File: src/rtl/mtp_pkg.sv
// ----------------------------------------------------------------------------
// mtp_pkg
// Types and constants shared by the matrix text parser modules.
// ----------------------------------------------------------------------------
`default_nettype none

package mtp_pkg;

  localparam logic [7:0] CHAR_COMMA = 8'h2C;
  localparam logic [7:0] CHAR_SEMI  = 8'h3B;
  localparam logic [7:0] CHAR_ZERO  = 8'h30;
  localparam logic [7:0] CHAR_NINE  = 8'h39;

  localparam int unsigned VALUE_W   = 12;
  localparam int unsigned ACCUM_W   = 13;
  localparam int unsigned INDEX_W   = 6;
  localparam logic [VALUE_W-1:0] MAX_VALUE_RESET = 12'd4095;

  localparam int unsigned QUEUE_DEPTH = 2;

  typedef enum logic [1:0] {
    CLS_DIGIT,
    CLS_COMMA,
    CLS_SEMI,
    CLS_BAD
  } char_class_t;

  typedef enum logic [1:0] {
    KIND_WRITE = 2'd0,
    KIND_DONE  = 2'd1,
    KIND_ERROR = 2'd2
  } out_kind_t;

  typedef enum logic [2:0] {
    ERR_VALUE    = 3'd0,
    ERR_ROWS     = 3'd1,
    ERR_ROW_LONG = 3'd2,
    ERR_MISMATCH = 3'd3,
    ERR_BAD_CHAR = 3'd4
  } error_code_t;

  typedef struct packed {
    char_class_t cls;
    logic [3:0]  digit;
    logic        is_first;
    logic        is_final;
    logic        sel;
  } mtp_item_t;

  typedef struct packed {
    out_kind_t           kind;
    logic [INDEX_W-1:0]  index;
    logic [VALUE_W-1:0]  value;
    error_code_t         code;
    logic                dest;
  } mtp_result_t;

endpackage

`default_nettype wire

File: src/rtl/mtp_front.sv
// ----------------------------------------------------------------------------
// mtp_front
// Input side: takes character transactions and classifies each character.
// ----------------------------------------------------------------------------
`default_nettype none

module mtp_front import mtp_pkg::*; (
  input  wire logic       in_tvalid,
  output logic            in_tready,
  input  wire logic [7:0] in_tdata,   // char_byte
  input  wire logic [1:0] in_tuser,   // first_char, matrix_select
  input  wire logic       in_tlast,   // final_char
  output logic            push,
  output mtp_item_t       push_item,
  input  wire logic       queue_ready
);

  logic [7:0] digit_full;

  assign in_tready  = queue_ready;
  assign push       = in_tvalid & queue_ready;
  assign digit_full = in_tdata - CHAR_ZERO;

  always_comb begin
    push_item          = '0;
    push_item.digit    = digit_full[3:0];
    push_item.is_first = in_tuser[0];
    push_item.sel      = in_tuser[1];
    push_item.is_final = in_tlast;
    priority if (in_tdata >= CHAR_ZERO && in_tdata <= CHAR_NINE) begin
      push_item.cls = CLS_DIGIT;
    end else if (in_tdata == CHAR_COMMA) begin
      push_item.cls = CLS_COMMA;
    end else if (in_tdata == CHAR_SEMI) begin
      push_item.cls = CLS_SEMI;
    end else begin
      push_item.cls = CLS_BAD;
    end
  end

endmodule

`default_nettype wire

File: src/rtl/mtp_queue.sv
// ----------------------------------------------------------------------------
// mtp_queue
// Two-entry queue of classified characters between front and back.
// ----------------------------------------------------------------------------
`default_nettype none

module mtp_queue import mtp_pkg::*; (
  input  wire logic      clk,
  input  wire logic      rst_n,
  input  wire logic      push,
  input  wire mtp_item_t push_item,
  output logic           ready,
  output logic           valid,
  output mtp_item_t      head,
  input  wire logic      pop
);

  localparam int unsigned PW = (QUEUE_DEPTH > 1) ? $clog2(QUEUE_DEPTH) : 1;
  localparam int unsigned NW = $clog2(QUEUE_DEPTH + 1);

  mtp_item_t       entry_r [QUEUE_DEPTH];
  logic [PW-1:0]   wr_ptr_r, wr_ptr_nxt;
  logic [PW-1:0]   rd_ptr_r, rd_ptr_nxt;
  logic [NW-1:0]   count_r, count_nxt;

  assign ready = (count_r != NW'(QUEUE_DEPTH));
  assign valid = (count_r != '0);
  assign head  = entry_r[rd_ptr_r];

  always_comb begin
    wr_ptr_nxt = wr_ptr_r;
    rd_ptr_nxt = rd_ptr_r;
    count_nxt  = count_r;
    if (push) begin
      wr_ptr_nxt = (wr_ptr_r == PW'(QUEUE_DEPTH - 1)) ? '0 : wr_ptr_r + 1'b1;
    end
    if (pop) begin
      rd_ptr_nxt = (rd_ptr_r == PW'(QUEUE_DEPTH - 1)) ? '0 : rd_ptr_r + 1'b1;
    end
    unique case ({push, pop})
      2'b10:   count_nxt = count_r + 1'b1;
      2'b01:   count_nxt = count_r - 1'b1;
      default: count_nxt = count_r;
    endcase
  end

  always_ff @(posedge clk) begin
    if (!rst_n) begin
      wr_ptr_r <= '0;
      rd_ptr_r <= '0;
      count_r  <= '0;
    end else begin
      wr_ptr_r <= wr_ptr_nxt;
      rd_ptr_r <= rd_ptr_nxt;
      count_r  <= count_nxt;
    end
  end

  always_ff @(posedge clk) begin
    if (push) begin
      entry_r[wr_ptr_r] <= push_item;
    end
  end

endmodule

`default_nettype wire

File: src/rtl/mtp_back.sv
// ----------------------------------------------------------------------------
// mtp_back
// Parse engine: value accumulation, row bookkeeping, error checks and the
// result register.
// ----------------------------------------------------------------------------
`default_nettype none

module mtp_back import mtp_pkg::*; #(
  parameter int unsigned MAX_SIDE = 7
) (
  input  wire logic          clk,
  input  wire logic          rst_n,
  input  wire logic          cfg_valid,
  input  wire logic [11:0]   cfg_data,
  input  wire logic          q_valid,
  input  wire mtp_item_t     q_head,
  output logic               q_pop,
  output logic               out_valid,
  input  wire logic          out_ready,
  output mtp_result_t        out_res
);

  localparam int unsigned QW = $clog2(MAX_SIDE + 1);
  localparam int unsigned CW = $clog2(MAX_SIDE * MAX_SIDE + 1);
  localparam logic [QW-1:0] SIDE = QW'(MAX_SIDE);

  logic [VALUE_W-1:0] max_r;
  logic [ACCUM_W-1:0] accum_r, accum_nxt;
  logic [QW-1:0]      row_r, row_nxt;
  logic [QW-1:0]      frl_r, frl_nxt;
  logic [QW-1:0]      quot_r, quot_nxt;
  logic [QW-1:0]      rem_r, rem_nxt;
  logic [CW-1:0]      cnt_r, cnt_nxt;
  logic               err_r, err_nxt;
  logic               dest_r, dest_nxt;
  logic               out_valid_r, out_valid_nxt;
  mtp_result_t        res_r, res_nxt;

  logic [ACCUM_W-1:0] b_accum;
  logic [QW-1:0]      b_row, b_frl, b_quot, b_rem, row_inc, rem_inc;
  logic [CW-1:0]      b_cnt;
  logic               b_err;
  logic [16:0]        new_val;
  logic               produce;

  assign q_pop     = q_valid & (~out_valid_r | out_ready);
  assign out_valid = out_valid_r;
  assign out_res   = res_r;

  always_comb begin
    b_accum = q_head.is_first ? '0 : accum_r;
    b_row   = q_head.is_first ? '0 : row_r;
    b_frl   = q_head.is_first ? '0 : frl_r;
    b_quot  = q_head.is_first ? '0 : quot_r;
    b_rem   = q_head.is_first ? '0 : rem_r;
    b_cnt   = q_head.is_first ? '0 : cnt_r;
    b_err   = q_head.is_first ? 1'b0 : err_r;
    row_inc = b_row + 1'b1;
    rem_inc = b_rem + 1'b1;
    new_val = ({4'b0, b_accum} << 3) + ({4'b0, b_accum} << 1) + 17'(q_head.digit);

    accum_nxt = accum_r;
    row_nxt   = row_r;
    frl_nxt   = frl_r;
    quot_nxt  = quot_r;
    rem_nxt   = rem_r;
    cnt_nxt   = cnt_r;
    err_nxt   = err_r;
    dest_nxt  = dest_r;
    produce   = 1'b0;
    res_nxt   = res_r;

    if (q_pop) begin
      accum_nxt = b_accum;
      row_nxt   = b_row;
      frl_nxt   = b_frl;
      quot_nxt  = b_quot;
      rem_nxt   = b_rem;
      cnt_nxt   = b_cnt;
      err_nxt   = b_err;
      if (q_head.is_first) begin
        dest_nxt = q_head.sel;
      end
      res_nxt      = '0;
      res_nxt.kind = KIND_ERROR;
      res_nxt.dest = q_head.is_first ? q_head.sel : dest_r;

      if (!b_err) begin
        if (q_head.is_final) begin
          err_nxt      = 1'b1;
          produce      = 1'b1;
          res_nxt.kind = KIND_DONE;
        end else begin
          unique case (q_head.cls)
            CLS_DIGIT: begin
              accum_nxt = (new_val > 17'(max_r)) ? ACCUM_W'(max_r) + 1'b1
                                                 : ACCUM_W'(new_val);
            end
            CLS_BAD: begin
              err_nxt      = 1'b1;
              produce      = 1'b1;
              res_nxt.code = ERR_BAD_CHAR;
            end
            default: begin
              produce = 1'b1;
              priority if (b_accum > ACCUM_W'(max_r)) begin
                err_nxt      = 1'b1;
                res_nxt.code = ERR_VALUE;
              end else if (b_frl != '0 && b_quot >= SIDE) begin
                err_nxt      = 1'b1;
                res_nxt.code = ERR_ROWS;
              end else if (b_row >= SIDE) begin
                err_nxt      = 1'b1;
                res_nxt.code = ERR_ROW_LONG;
              end else begin
                res_nxt.kind  = KIND_WRITE;
                res_nxt.index = INDEX_W'(b_cnt);
                res_nxt.value = b_accum[VALUE_W-1:0];
                accum_nxt     = '0;
                cnt_nxt       = b_cnt + 1'b1;
                row_nxt       = row_inc;
                if (b_frl != '0) begin
                  if (rem_inc >= b_frl) begin
                    rem_nxt  = '0;
                    quot_nxt = b_quot + 1'b1;
                  end else begin
                    rem_nxt = rem_inc;
                  end
                end
                if (q_head.cls == CLS_SEMI) begin
                  row_nxt = '0;
                  if (b_frl == '0) begin
                    frl_nxt  = row_inc;
                    quot_nxt = QW'(1);
                    rem_nxt  = '0;
                  end else if (row_inc != b_frl) begin
                    err_nxt       = 1'b1;
                    res_nxt.kind  = KIND_ERROR;
                    res_nxt.index = '0;
                    res_nxt.value = '0;
                    res_nxt.code  = ERR_MISMATCH;
                  end
                end
              end
            end
          endcase
        end
      end
    end

    out_valid_nxt = out_valid_r & ~out_ready;
    if (produce) begin
      out_valid_nxt = 1'b1;
    end
  end

  always_ff @(posedge clk) begin
    if (!rst_n) begin
      max_r       <= MAX_VALUE_RESET;
      accum_r     <= '0;
      row_r       <= '0;
      frl_r       <= '0;
      quot_r      <= '0;
      rem_r       <= '0;
      cnt_r       <= '0;
      err_r       <= 1'b0;
      dest_r      <= 1'b0;
      out_valid_r <= 1'b0;
    end else begin
      if (cfg_valid) begin
        max_r <= cfg_data;
      end
      accum_r     <= accum_nxt;
      row_r       <= row_nxt;
      frl_r       <= frl_nxt;
      quot_r      <= quot_nxt;
      rem_r       <= rem_nxt;
      cnt_r       <= cnt_nxt;
      err_r       <= err_nxt;
      dest_r      <= dest_nxt;
      out_valid_r <= out_valid_nxt;
    end
  end

  always_ff @(posedge clk) begin
    if (produce) begin
      res_r <= res_nxt;
    end
  end

endmodule

`default_nettype wire

File: src/rtl/matrix_text_parser.sv
// ----------------------------------------------------------------------------
// matrix_text_parser
// Parses matrix text one character per transaction into element writes,
// done and error results.
//
//   channel  dir  handshake              payload
//   in_      in   in_tvalid/in_tready    tdata char, tuser flags, tlast final
//   out_     out  out_tvalid/out_tready  tdata index/value/code, tuser kind
//   cfg_     in   cfg_valid/cfg_ready    max_value
//
// One character per cycle sustained while out_tready stays high; a character is
// registered in a queue entry, then in the parse register set.
// While a result waits for out_tready the back holds; the two-entry queue
// takes characters until it is full, then in_tready drops.
// Reset is synchronous; max_value returns to 4095, no clearing pass.
// cfg_ready is always high.
// ----------------------------------------------------------------------------
`default_nettype none

module matrix_text_parser import mtp_pkg::*; #(
  parameter int unsigned MAX_SIDE = 7
) (
  input  wire logic        clk,
  input  wire logic        rst_n,
  input  wire logic        in_tvalid,
  output logic             in_tready,
  input  wire logic [7:0]  in_tdata,   // [7:0] char_byte
  input  wire logic [1:0]  in_tuser,   // [0] first_char, [1] matrix_select
  input  wire logic        in_tlast,   // final_char
  output logic             out_tvalid,
  input  wire logic        out_tready,
  output logic [23:0]      out_tdata,  // [5:0] element_index, [17:6] element_value,
                                       // [20:18] error_code, [23:21] zero
  output logic [2:0]       out_tuser,  // [1:0] out_kind, [2] matrix_dest
  input  wire logic        cfg_valid,
  output logic             cfg_ready,
  input  wire logic [11:0] cfg_data    // max_value
);

  logic        push, q_ready, q_valid, q_pop;
  mtp_item_t   push_item, q_head;
  mtp_result_t res;

  assign cfg_ready = 1'b1;

  mtp_front u_front (
    .in_tvalid   (in_tvalid),
    .in_tready   (in_tready),
    .in_tdata    (in_tdata),
    .in_tuser    (in_tuser),
    .in_tlast    (in_tlast),
    .push        (push),
    .push_item   (push_item),
    .queue_ready (q_ready)
  );

  mtp_queue u_queue (
    .clk       (clk),
    .rst_n     (rst_n),
    .push      (push),
    .push_item (push_item),
    .ready     (q_ready),
    .valid     (q_valid),
    .head      (q_head),
    .pop       (q_pop)
  );

  mtp_back #(.MAX_SIDE(MAX_SIDE)) u_back (
    .clk       (clk),
    .rst_n     (rst_n),
    .cfg_valid (cfg_valid),
    .cfg_data  (cfg_data),
    .q_valid   (q_valid),
    .q_head    (q_head),
    .q_pop     (q_pop),
    .out_valid (out_tvalid),
    .out_ready (out_tready),
    .out_res   (res)
  );

  assign out_tdata = {3'b000, res.code, res.value, res.index};
  assign out_tuser = {res.dest, res.kind};

endmodule

`default_nettype wire

File: config.mk
export PLATFORM = sky130hd
export DESIGN_NAME = matrix_text_parser
export DESIGN_NICKNAME = d
export VERILOG_FILES = /design/src/rtl/mtp_pkg.sv /design/src/rtl/mtp_front.sv /design/src/rtl/mtp_queue.sv /design/src/rtl/mtp_back.sv /design/src/rtl/matrix_text_parser.sv
export SDC_FILE = /design/constraint.sdc
export NUM_CORES = 1
export LEC_CHECK = 0
export BUFFER_PORTS_ARGS = -buffer_cell sky130_fd_sc_hd__buf_2
export CAP_MARGIN = 10
export CELL_PAD_IN_SITES_DETAIL_PLACEMENT = 0
export CELL_PAD_IN_SITES_GLOBAL_PLACEMENT = 1
export CORE_ASPECT_RATIO = 1.25
export CORE_MARGIN = 8
export CORE_UTILIZATION = 47
export CTS_CLUSTER_DIAMETER = 40
export DETAILED_ROUTE_END_ITERATION = 6
export PLACE_DENSITY = 0.79
export SETUP_SLACK_MARGIN = 0.3
export SLEW_MARGIN = 25
export SYNTH_ARGS = -nofsm -noshare
export SYNTH_HDL_FRONTEND = slang
export SYNTH_HIERARCHICAL = 1
export SYNTH_SLANG_ARGS = --single-unit
File: constraint.sdc
create_clock -name clk -period 6.18 [get_ports clk]
set_input_delay 0.927 -clock clk [delete_from_list [all_inputs] [get_ports clk]]
set_output_delay 0.927 -clock clk [all_outputs]
set_load 0.02 [all_outputs]
==> out/qor.csv, run 1 <==
metric;value;unit
slew-limit-headroom;32.6;%
cts-root-buf;clkbuf_16;
grt_pass1_wl;25.1;mm
cts_resized;0;
period_needed;5.45;ns
p_seq_share;40.6;%
reg2reg_to;u_back/accum_r[9];
worstSkewPairLatency;0.34;ns
yosysWarnings;6;
grt_max_degree;47;
cp-start-kind;flip-flop;
p_per_area;310;nW/µm²
tns;0;ns
synthXorXnorAreaFrac;4.20;%
synthMuxAreaShare;3.02;%
stdcell_area;6630;µm²
die-area;16800;µm²
synth_top_family_by_area;simple AND/OR/NAND/NOR gates;
avgSynthCellArea;9.49;µm²
layout-area-overhead-vs-synth;9.64;%
dieHeight;143;µm
clk_pin_slew_worst_paths;0.07;ns
clock_power_share;24.9;%
whs;0.464;ns
netSwitchingFraction;37.5;%
min_from;u_back/rem_r[1];
rows;46;
num_vias;4879;
ant_nets;0;
cts_tree;built;
regToRegSetupSlack;0.73;ns
wire_per_inst;18.5;µm
worst_pin_slew;1.01;ns
dpl_cell_area;6360;µm²
fmax;184;MHz
setup_viol;0;
synthFlopType;dfxtp_1;
synth-simple-area-share;21.5;%
ios;58;
first_global_vias;4713;
drc;0;
ys_ff_latch;93;
cts_buffer_depth;2;
ff2ff_path_depth;17;
post-place-ws;0.773;ns
synth_cells;637;
numCtsBuffers;9;
pwr-share-comb;34.5;%
gp_congestion;0.963;
crit_path_max_fanout;26;
hold_viol_final;0;
diodes;0;
end_kind;flip-flop;
maxCapViolations;0;
period_share;88.1;%
arrival;5.66;ns
synth-async-reset-ratio;0;%
postCtsSetupBuffers;0;
p_int;1.28;mW
final_layout_size_suffix_gt1_share;14.7;%
endpoint;u_back/accum_r[9];
vias_per_cell;5.79;
final_core_utilization;52.6;%
cts.sink_count;93;
netlist_area;6050;µm²
coreArea;12600;µm²
p_sw;0.771;mW
synth-edff-count;42;
track_usage;18.7;%
synth-adder-area-share;13.4;%
postCtsHoldBufs;0;
status;complete, no violations;
drt-total-wl;15.6;mm
peakVddDrop;170;µV
dieWidth;117;µm
synth_compound_area_share;15.4;%
setup_ws;0.734;ns
dp_hpwl;12.2;mm
worstHoldPathType;flip-flop to flip-flop;
yosysUniqueCellTypes;69;
io_buffers;53;
nFillCells;1177;
drtPass1Iterations;7;
drt_iter0_markers;331;
path_class;flip-flop to flip-flop;
cp.required;6.40;ns
ys_seq_area_share;37.7;%
nets;762;
htreeDepth;3;
grt.overflow.total;0;
grt_antenna_before_repair;0;
start_util;48.0;%
slew_violations;0;
clock_skew;0.00836;ns
leakage;2.87;nW
rsz0062_at_grt;false;
## routing by layer
layer  up-vias  share of wire [%]  global-route usage (%)
li1       2388                  -                       -
met1      2327                 41                    21.5
met2       131                 52                    34.3
met3        33                4.0                    2.25
met4         0                2.9                    8.24
met5         -                  0                       0
## area by class of cell
cell class                 count  area [µm²]  share of cell area (%)
clock inverter                 5        33.8                   0.510
multi-input combinational    487        3490                    52.7
sequential                    93        2280                    34.4
timing repair buffer          57         295                    4.45
tap                          168         210                    3.17
clock buffer                  11         233                    3.51
inverter                      22        82.6                    1.25
## how the worst min path moves through the flow
stage	slack [ns]	endpoint	depth (start not counted)
finish	0.46	u_back/rem_r[1]	2
CTS	0.46	u_back/rem_r[1]	2
detailed placement	0.45	u_back/rem_r[1]	2
floorplan	0.43	u_back/rem_r[0]	2
global route	0.48	u_back/rem_r[1]	2
global placement	0.45	u_back/rem_r[0]	2
## registers in the layout, indices dropped and copies added (netlist names), named ones only
signal            count
u_back/frl_r          3
u_back/quot_r         3
u_back/dest_r         1
u_back/err_r          1
u_back/cnt_r          6
u_back/rem_r          3
u_back/row_r          3
u_queue/wr_ptr_r      1
u_queue/rd_ptr_r      1
u_queue/entry_r      18
u_back/out_res       24
u_back/accum_r       13
u_back/out_valid      1
u_back/max_r         12
u_queue/count_r       2
## stage by stage
stage          power, mW  instances
5_1_grt             2.17        843
4_1_cts             2.07        843
6_report            2.05        843
3_3_place_gp        1.55        827
3_5_place_dp        1.56        827
2_1_floorplan       1.35        639
## worst max-delay path: stages (launching register included)
cell	delay [ns]
dfxtp_1	0.54
mux2_2	0.59
inv_1	0.30
nand2_1	0.21
xnor2_1	0.17
ha_1	0.32
fa_1	0.49
a211oi_2	0.24
o211ai_1	0.18
and2_1	0.21
xor2_1	0.26
ha_1	0.31
a2111oi_0	0.36
a31o_2	0.22
nand4_1	0.25
buf_4	0.27
nor3_1	0.26
o31ai_1	0.11
## logic make-up after synthesis
logic type,Yosys count
and+or+nand+nor,237
AOI/OAI and AO/OA,136
DFF,93
adders and majority gates,64
buffers and inverters,59
xor gates and xnor gates,29
muxes,17
other,2
## synth_stat cells (3+ instances only)
| cell type | number | share of area, % |
|---|---|---|
| inv_1 | 21 | 1.3 |
| and3_1 | 11 | 1.1 |
| xor2_1 | 6 | 0.87 |
| mux2i_1 | 7 | 1.2 |
| nand3b_1 | 3 | 0.37 |
| buf_4 | 13 | 1.6 |
| a21oi_1 | 30 | 2.5 |
| ha_1 | 63 | 13 |
| a32oi_1 | 3 | 0.43 |
| and4_1 | 4 | 0.58 |
| nor2b_1 | 33 | 3.4 |
| nand2b_1 | 4 | 0.41 |
| a21o_1 | 8 | 0.99 |
| buf_2 | 11 | 0.91 |
| xnor2_1 | 23 | 3.3 |
| dfxtp_1 | 51 | 17 |
| and2_1 | 23 | 2.4 |
| nor3_1 | 17 | 1.4 |
| nor2_1 | 19 | 1.2 |
| o21a_1 | 5 | 0.62 |
| o21ai_0 | 16 | 1.3 |
| o211ai_1 | 16 | 2.0 |
| nand3_1 | 35 | 2.9 |
| a31oi_1 | 4 | 0.41 |
| edfxtp_1 | 42 | 21 |
| o21ai_1 | 9 | 0.74 |
| mux2_2 | 10 | 1.9 |
| nand2_1 | 54 | 3.4 |
| o21bai_1 | 3 | 0.37 |
| or3_1 | 3 | 0.31 |
| o31ai_1 | 13 | 1.6 |
| a21boi_1 | 3 | 0.37 |
| nand4_1 | 16 | 1.7 |
| a41oi_1 | 3 | 0.43 |
| clkbuf_1 | 11 | 0.68 |
## power by group through the flow
stage / clock [mW] / combinational [mW] / sequential [mW]
floorplan: 0 / 0.423 / 0.928
global placement: 0 / 0.704 / 0.846
detailed placement: 0 / 0.713 / 0.849
CTS: 0.521 / 0.714 / 0.836
global route: 0.542 / 0.777 / 0.848
finish: 0.511 / 0.709 / 0.835
## placed cells by master, fill, tap and decap left out, types with 6 or more instances in the layout
cell,count
inv_1,21
buf_2,53
and3_1,11
mux2_2,10
nor2b_1,33
xnor2_1,23
xor2_1,6
dfxtp_1,51
nor2_1,19
and2_1,23
o21ai_1,9
clkbuf_16,9
nand4_1,16
nand2_1,54
nor3_1,16
a21o_1,8
mux2i_1,7
ha_1,63
o21ai_0,16
a21oi_1,30
o211ai_1,16
o31ai_1,13
edfxtp_1,42
nand3_1,35
Note: power is estimated with default switching activity, not from simulation.
==> run 2, diff against run 1 <==
- CORE_UTILIZATION: 47 -> 40
- PLACE_DENSITY: 0.79 -> 0.69
==> out/qor.csv, run 2 (same netlist as run 1, synthesis figures left out) <==
metric;value;unit
die-area;19300;µm²
slew-limit-headroom;34.3;%
period_needed;5.35;ns
fmax;187;MHz
clk_pin_slew_worst_paths;0.07;ns
first_global_vias;4750;
grtUsageMet3;2.71;%
num_vias;4848;
htreeDepth;3;
setup_viol;0;
use_met1;19.4;%
nFillCells;1473;
maxCapViolations;0;
regToRegSetupSlack;0.83;ns
largest_reg_flops;24;
crit_path_max_fanout;24;
p_per_area;311;nW/µm²
drtPass1Iterations;5;
cts.sink_count;93;
endpoint;u_back/accum_r[5];
vias_per_cell;5.65;
ant_nets;0;
clock_skew;0.0133;ns
p_seq_share;40.1;%
postCtsHoldBufs;0;
tns;0;ns
cp.required;6.38;ns
leakage;2.88;nW
io_buffers;53;
slew_violations;0;
dieWidth;126;µm
crit_chain;mux2_2, inv_1, nand2_1, xnor2_1, ha_1, a31o_2, ha_1, a211oi_1, o21ai_2, nand4_1, and2_1, xnor2_1, ha_1, nand4_1, or3_1, o21ai_0, a31o_2, nand4_1, buf_4, nor3_1, o31ai_1;
grt_max_degree;47;
netSwitchingFraction;36.7;%
layout-area-overhead-vs-synth;10.5;%
rsz0062_at_grt;false;
end_kind;flip-flop;
final_layout_size_suffix_gt1_share;14.6;%
coreArea;14900;µm²
grt_antenna_before_repair;0;
gp_congestion;0.900;
grt_pass1_wl;25.2;mm
worst_pin_slew;0.982;ns
cts-root-buf;clkbuf_16;
hold_viol_final;0;
post-place-ws;0.878;ns
whs;0.458;ns
path_class;flip-flop to flip-flop;
nets;763;
period_share;86.5;%
final_common_cell;ha_1;
dp_hpwl;12.3;mm
drt_iter0_markers;344;
wire_per_inst;18.5;µm
setup_ws;0.833;ns
drt-total-wl;15.8;mm
worstSkewPairLatency;0.34;ns
cts_resized;0;
cts_tree;built;
worstHoldPathType;flip-flop to flip-flop;
critical_path.max_stage_delay;0.57;ns
ff2ff_path_depth;21;
worst_path_max_delay_cell;mux2_2;
whs_path_depth;2;
p_sw;0.763;mW
p_int;1.32;mW
dieHeight;153;µm
postCtsSetupBuffers;0;
final_core_utilization;44.9;%
pwr-share-comb;33.9;%
ios;58;
arrival;5.55;ns
clock_power_share;26.0;%
peakVddDrop;128;µV
diodes;0;
cts_buffer_depth;2;
track_usage;16.3;%
numCtsBuffers;9;
grt.overflow.total;0;
start_util;40.6;%
busiest_layer;met2;
rows;50;
mostFrequentLayoutCells;63 x ha_1, 54 x nand2_1, 53 x buf_2;
reg2reg_to;u_back/accum_r[5];
use_met2;28.9;%
drc;0;
cp-start-kind;flip-flop;
status;complete, no violations;
[run 2: changes by cell type in the layout (fill, tap and decap cells not counted), sizes merged]
cell      before  now
clkbuf        11   13
clkinvlp       0    1
inv           24   21
buf           57   58
[run 2: layout make-up]
class / instances / area [µm²] / area share (%)
timing repair buffer: 58 / 303 / 4.53
inverter: 22 / 82.6 / 1.24
sequential: 93 / 2280 / 34.2
clock inverter: 3 / 20.0 / 0.300
multi-input combinational: 487 / 3490 / 52.3
clock buffer: 13 / 272 / 4.06
tap: 182 / 228 / 3.41
[run 2: power by group through the flow]
stage                     sequential (mW)  combinational [mW]  clock [mW]
after global placement              0.845               0.704           0
after detailed placement            0.850               0.710           0
after global routing                0.849               0.771       0.578
after floorplan                     0.928               0.423           0
final                               0.834               0.706       0.540
after CTS                           0.837               0.713       0.556
[run 2: worst min path at each step]
| stage | to | slack [ns] | from |
|---|---|---|---|
| after global routing | u_back/quot_r[0] | 0.49 | u_back/quot_r[0] |
| after CTS | u_back/rem_r[1] | 0.46 | u_back/rem_r[1] |
| after global placement | u_back/rem_r[0] | 0.45 | u_back/rem_r[0] |
| final | u_back/rem_r[1] | 0.46 | u_back/rem_r[1] |
| after floorplan | u_back/rem_r[0] | 0.43 | u_back/rem_r[0] |
| after detailed placement | u_back/rem_r[1] | 0.45 | u_back/rem_r[1] |
[run 2: routing by layer]
metal  wire (µm)  vias up
met5           0        -
met4         317        0
met3         483       18
met2        8100      110
met1        6930     2325
li1            -     2395
[run 2: critical path: cells and delay by family, from the launching register on]
kind                     cells  cell delay (ns)
AND/OR/NAND/NOR              7             1.35
flip-flops                   1             0.53
AO/OA/AOI/OAI                6             1.16
XOR/XNOR                     2             0.27
multiplexers                 1             0.57
buffers and inverters        2             0.57
adder cells (fa/ha/maj)      3             0.74
[run 2: metrics by stage]
step | cell area [µm²] | total power, mW | cells
after floorplan | 6050 | 1.35 | 639
after global placement | 6390 | 1.55 | 842
after detailed placement | 6390 | 1.56 | 842
after CTS | 6680 | 2.11 | 858
after global routing | 6680 | 2.20 | 858
final | 6680 | 2.08 | 858
==> run 3, diff against run 2 <==
- BUFFER_PORTS_ARGS: -buffer_cell sky130_fd_sc_hd__buf_2 -> -buffer_cell sky130_fd_sc_hd__buf_4
- CTS_CLUSTER_SIZE: not set -> 28
- RECOVER_POWER: not set -> 25
==> out/qor.csv, run 3 (same netlist as run 1, synthesis figures left out) <==
metric;value;unit
tns;0;ns
cpMostUsedCell;ha_1;
stdcell_area;6800;µm²
rsz0062_at_grt;false;
clk_pin_slew_worst_paths;0.07;ns
cts-root-buf;clkbuf_16;
slew_violations;47;
grt_max_degree;47;
numCtsBuffers;9;
mostFrequentLayoutCells;63 x ha_1, 54 x nand2_1, 51 x dfxtp_1;
worst_pin_slew;2.02;ns
drt-total-wl;16.0;mm
cp.required;6.45;ns
end_kind;flip-flop;
period_needed;5.43;ns
vias_per_cell;5.62;
hold_viol_final;0;
dp_hpwl;12.6;mm
final_layout_size_suffix_gt1_share;13.6;%
layout-area-overhead-vs-synth;12.5;%
drtPass1Iterations;5;
cts_tree;built;
die-area;19300;µm²
diodes;0;
start_util;40.6;%
grt_antenna_before_repair;0;
p_per_area;322;nW/µm²
grt.overflow.total;0;
dieWidth;126;µm
cts_buffer_depth;2;
dieHeight;153;µm
ant_nets;0;
wire_per_inst;18.6;µm
postCtsSetupBuffers;0;
coreArea;14900;µm²
nets;761;
worst_path_max_delay_cell;dfxtp_1;
critical_path.max_stage_delay;0.55;ns
status;finished, violations left;
slew-limit-headroom;-34.8;%
cts_resized;0;
worstHoldPathType;flip-flop to flip-flop;
num_vias;4811;
violations;max-capacitance violations, max-slew violations;
peakVddDrop;139;µV
cp-start-kind;flip-flop;
arrival;5.69;ns
gp_congestion;0.872;
largest_reg_flops;24;
rows;50;
nFillCells;1457;
drt_iter0_markers;407;
drc;0;
setup_viol;0;
path_class;flip-flop to flip-flop;
io_buffers;53;
period_share;87.8;%
dpl_cell_area;6510;µm²
first_global_vias;4825;
final_common_cell;ha_1;
clock_skew;0.0116;ns
ios;58;
postCtsHoldBufs;0;
leakage;2.91;nW
worstSkewPairLatency;0.34;ns
maxCapViolations;1;
fmax;184;MHz
track_usage;16.7;%
crit_path_max_fanout;19;
htreeDepth;3;
cts.sink_count;93;
crit_chain;mux2_2, inv_1, nand2_1, xnor2_1, ha_1, fa_1, a211oi_2, o211ai_1, and2_1, xor2_1, ha_1, a2111oi_0, a31o_2, nand4_1, buf_4, or4_1, nand3_1;
grt_pass1_wl;25.7;mm
==> run 3: cell types whose count changed in the layout (fill, tap and decap cells not counted), sizes merged <==
cell	before	now
buf	58	46
clkinvlp	1	0
inv	21	23
bufinv	0	2
clkbuf	13	20
==> run 3: final cells by class <==
cell class | instances | area [µm²] | share of cell area [%]
Clock buffer | 10 | 239 | 3.51
Clock inverter | 6 | 91.3 | 1.34
Sequential cell | 93 | 2280 | 33.5
Inverter | 22 | 82.6 | 1.21
Tap cell | 182 | 228 | 3.35
Timing Repair Buffer | 56 | 394 | 5.79
Multi-Input combinational cell | 487 | 3490 | 51.3
==> run 3: per-stage QoR <==
step / hold WS, ns / setup WS (ns) / total power [mW] / std cells / util [%]
4_1_cts: 0.462 / 0.730 / 2.22 / 856 / 45.9
3_5_place_dp: 0.451 / 0.760 / 1.61 / 840 / 43.7
2_1_floorplan: 0.432 / 1.36 / 1.35 / 639 / -
6_report: 0.464 / 0.755 / 2.19 / 856 / 45.7
5_1_grt: 0.489 / 0.393 / 2.31 / 856 / 45.7
3_3_place_gp: 0.444 / 1.02 / 1.60 / 840 / 43.7
==> run 3: worst max-delay path: cells and delay by family (launching register included) <==
kind | cells | cell delay [ns]
compound gates | 4 | 1.06
mux | 1 | 0.55
simple gates | 5 | 1.10
fa+ha+maj | 3 | 1.13
buf+inv | 2 | 0.50
xor+xnor | 2 | 0.45
flops | 1 | 0.55
==> run 3: worst paths after layout <==
| check | start | end | slack, ns | cells after the start |
|---|---|---|---|---|
| worst max-delay path | flip-flop | u_back/accum_r[0] | 0.75 | 17 |
| worst min-delay path | u_back/rem_r[0] | u_back/rem_r[0] | 0.46 | 2 |
| worst max register to register | flip-flop | u_back/accum_r[0] | 0.75 | 17 |
| worst min register to register | u_back/rem_r[0] | u_back/rem_r[0] | 0.46 | 2 |
==> run 3: metal layers <==
layer | GRT usage [%] | wire, µm | vias to the layer above
met4 | 5.00 | 306 | 0
met2 | 30.3 | 8220 | 117
met1 | 19.4 | 6800 | 2279
li1 | - | - | 2391
met3 | 2.89 | 631 | 24
met5 | 0 | 0 | -
==> run 3: power breakdown <==
group	leakage [nW]	total (mW)	internal, mW	switching, mW
sequential	0.810	0.837	0.784	0.0533
clock	0.163	0.606	0.369	0.238
combinational	1.94	0.749	0.262	0.487
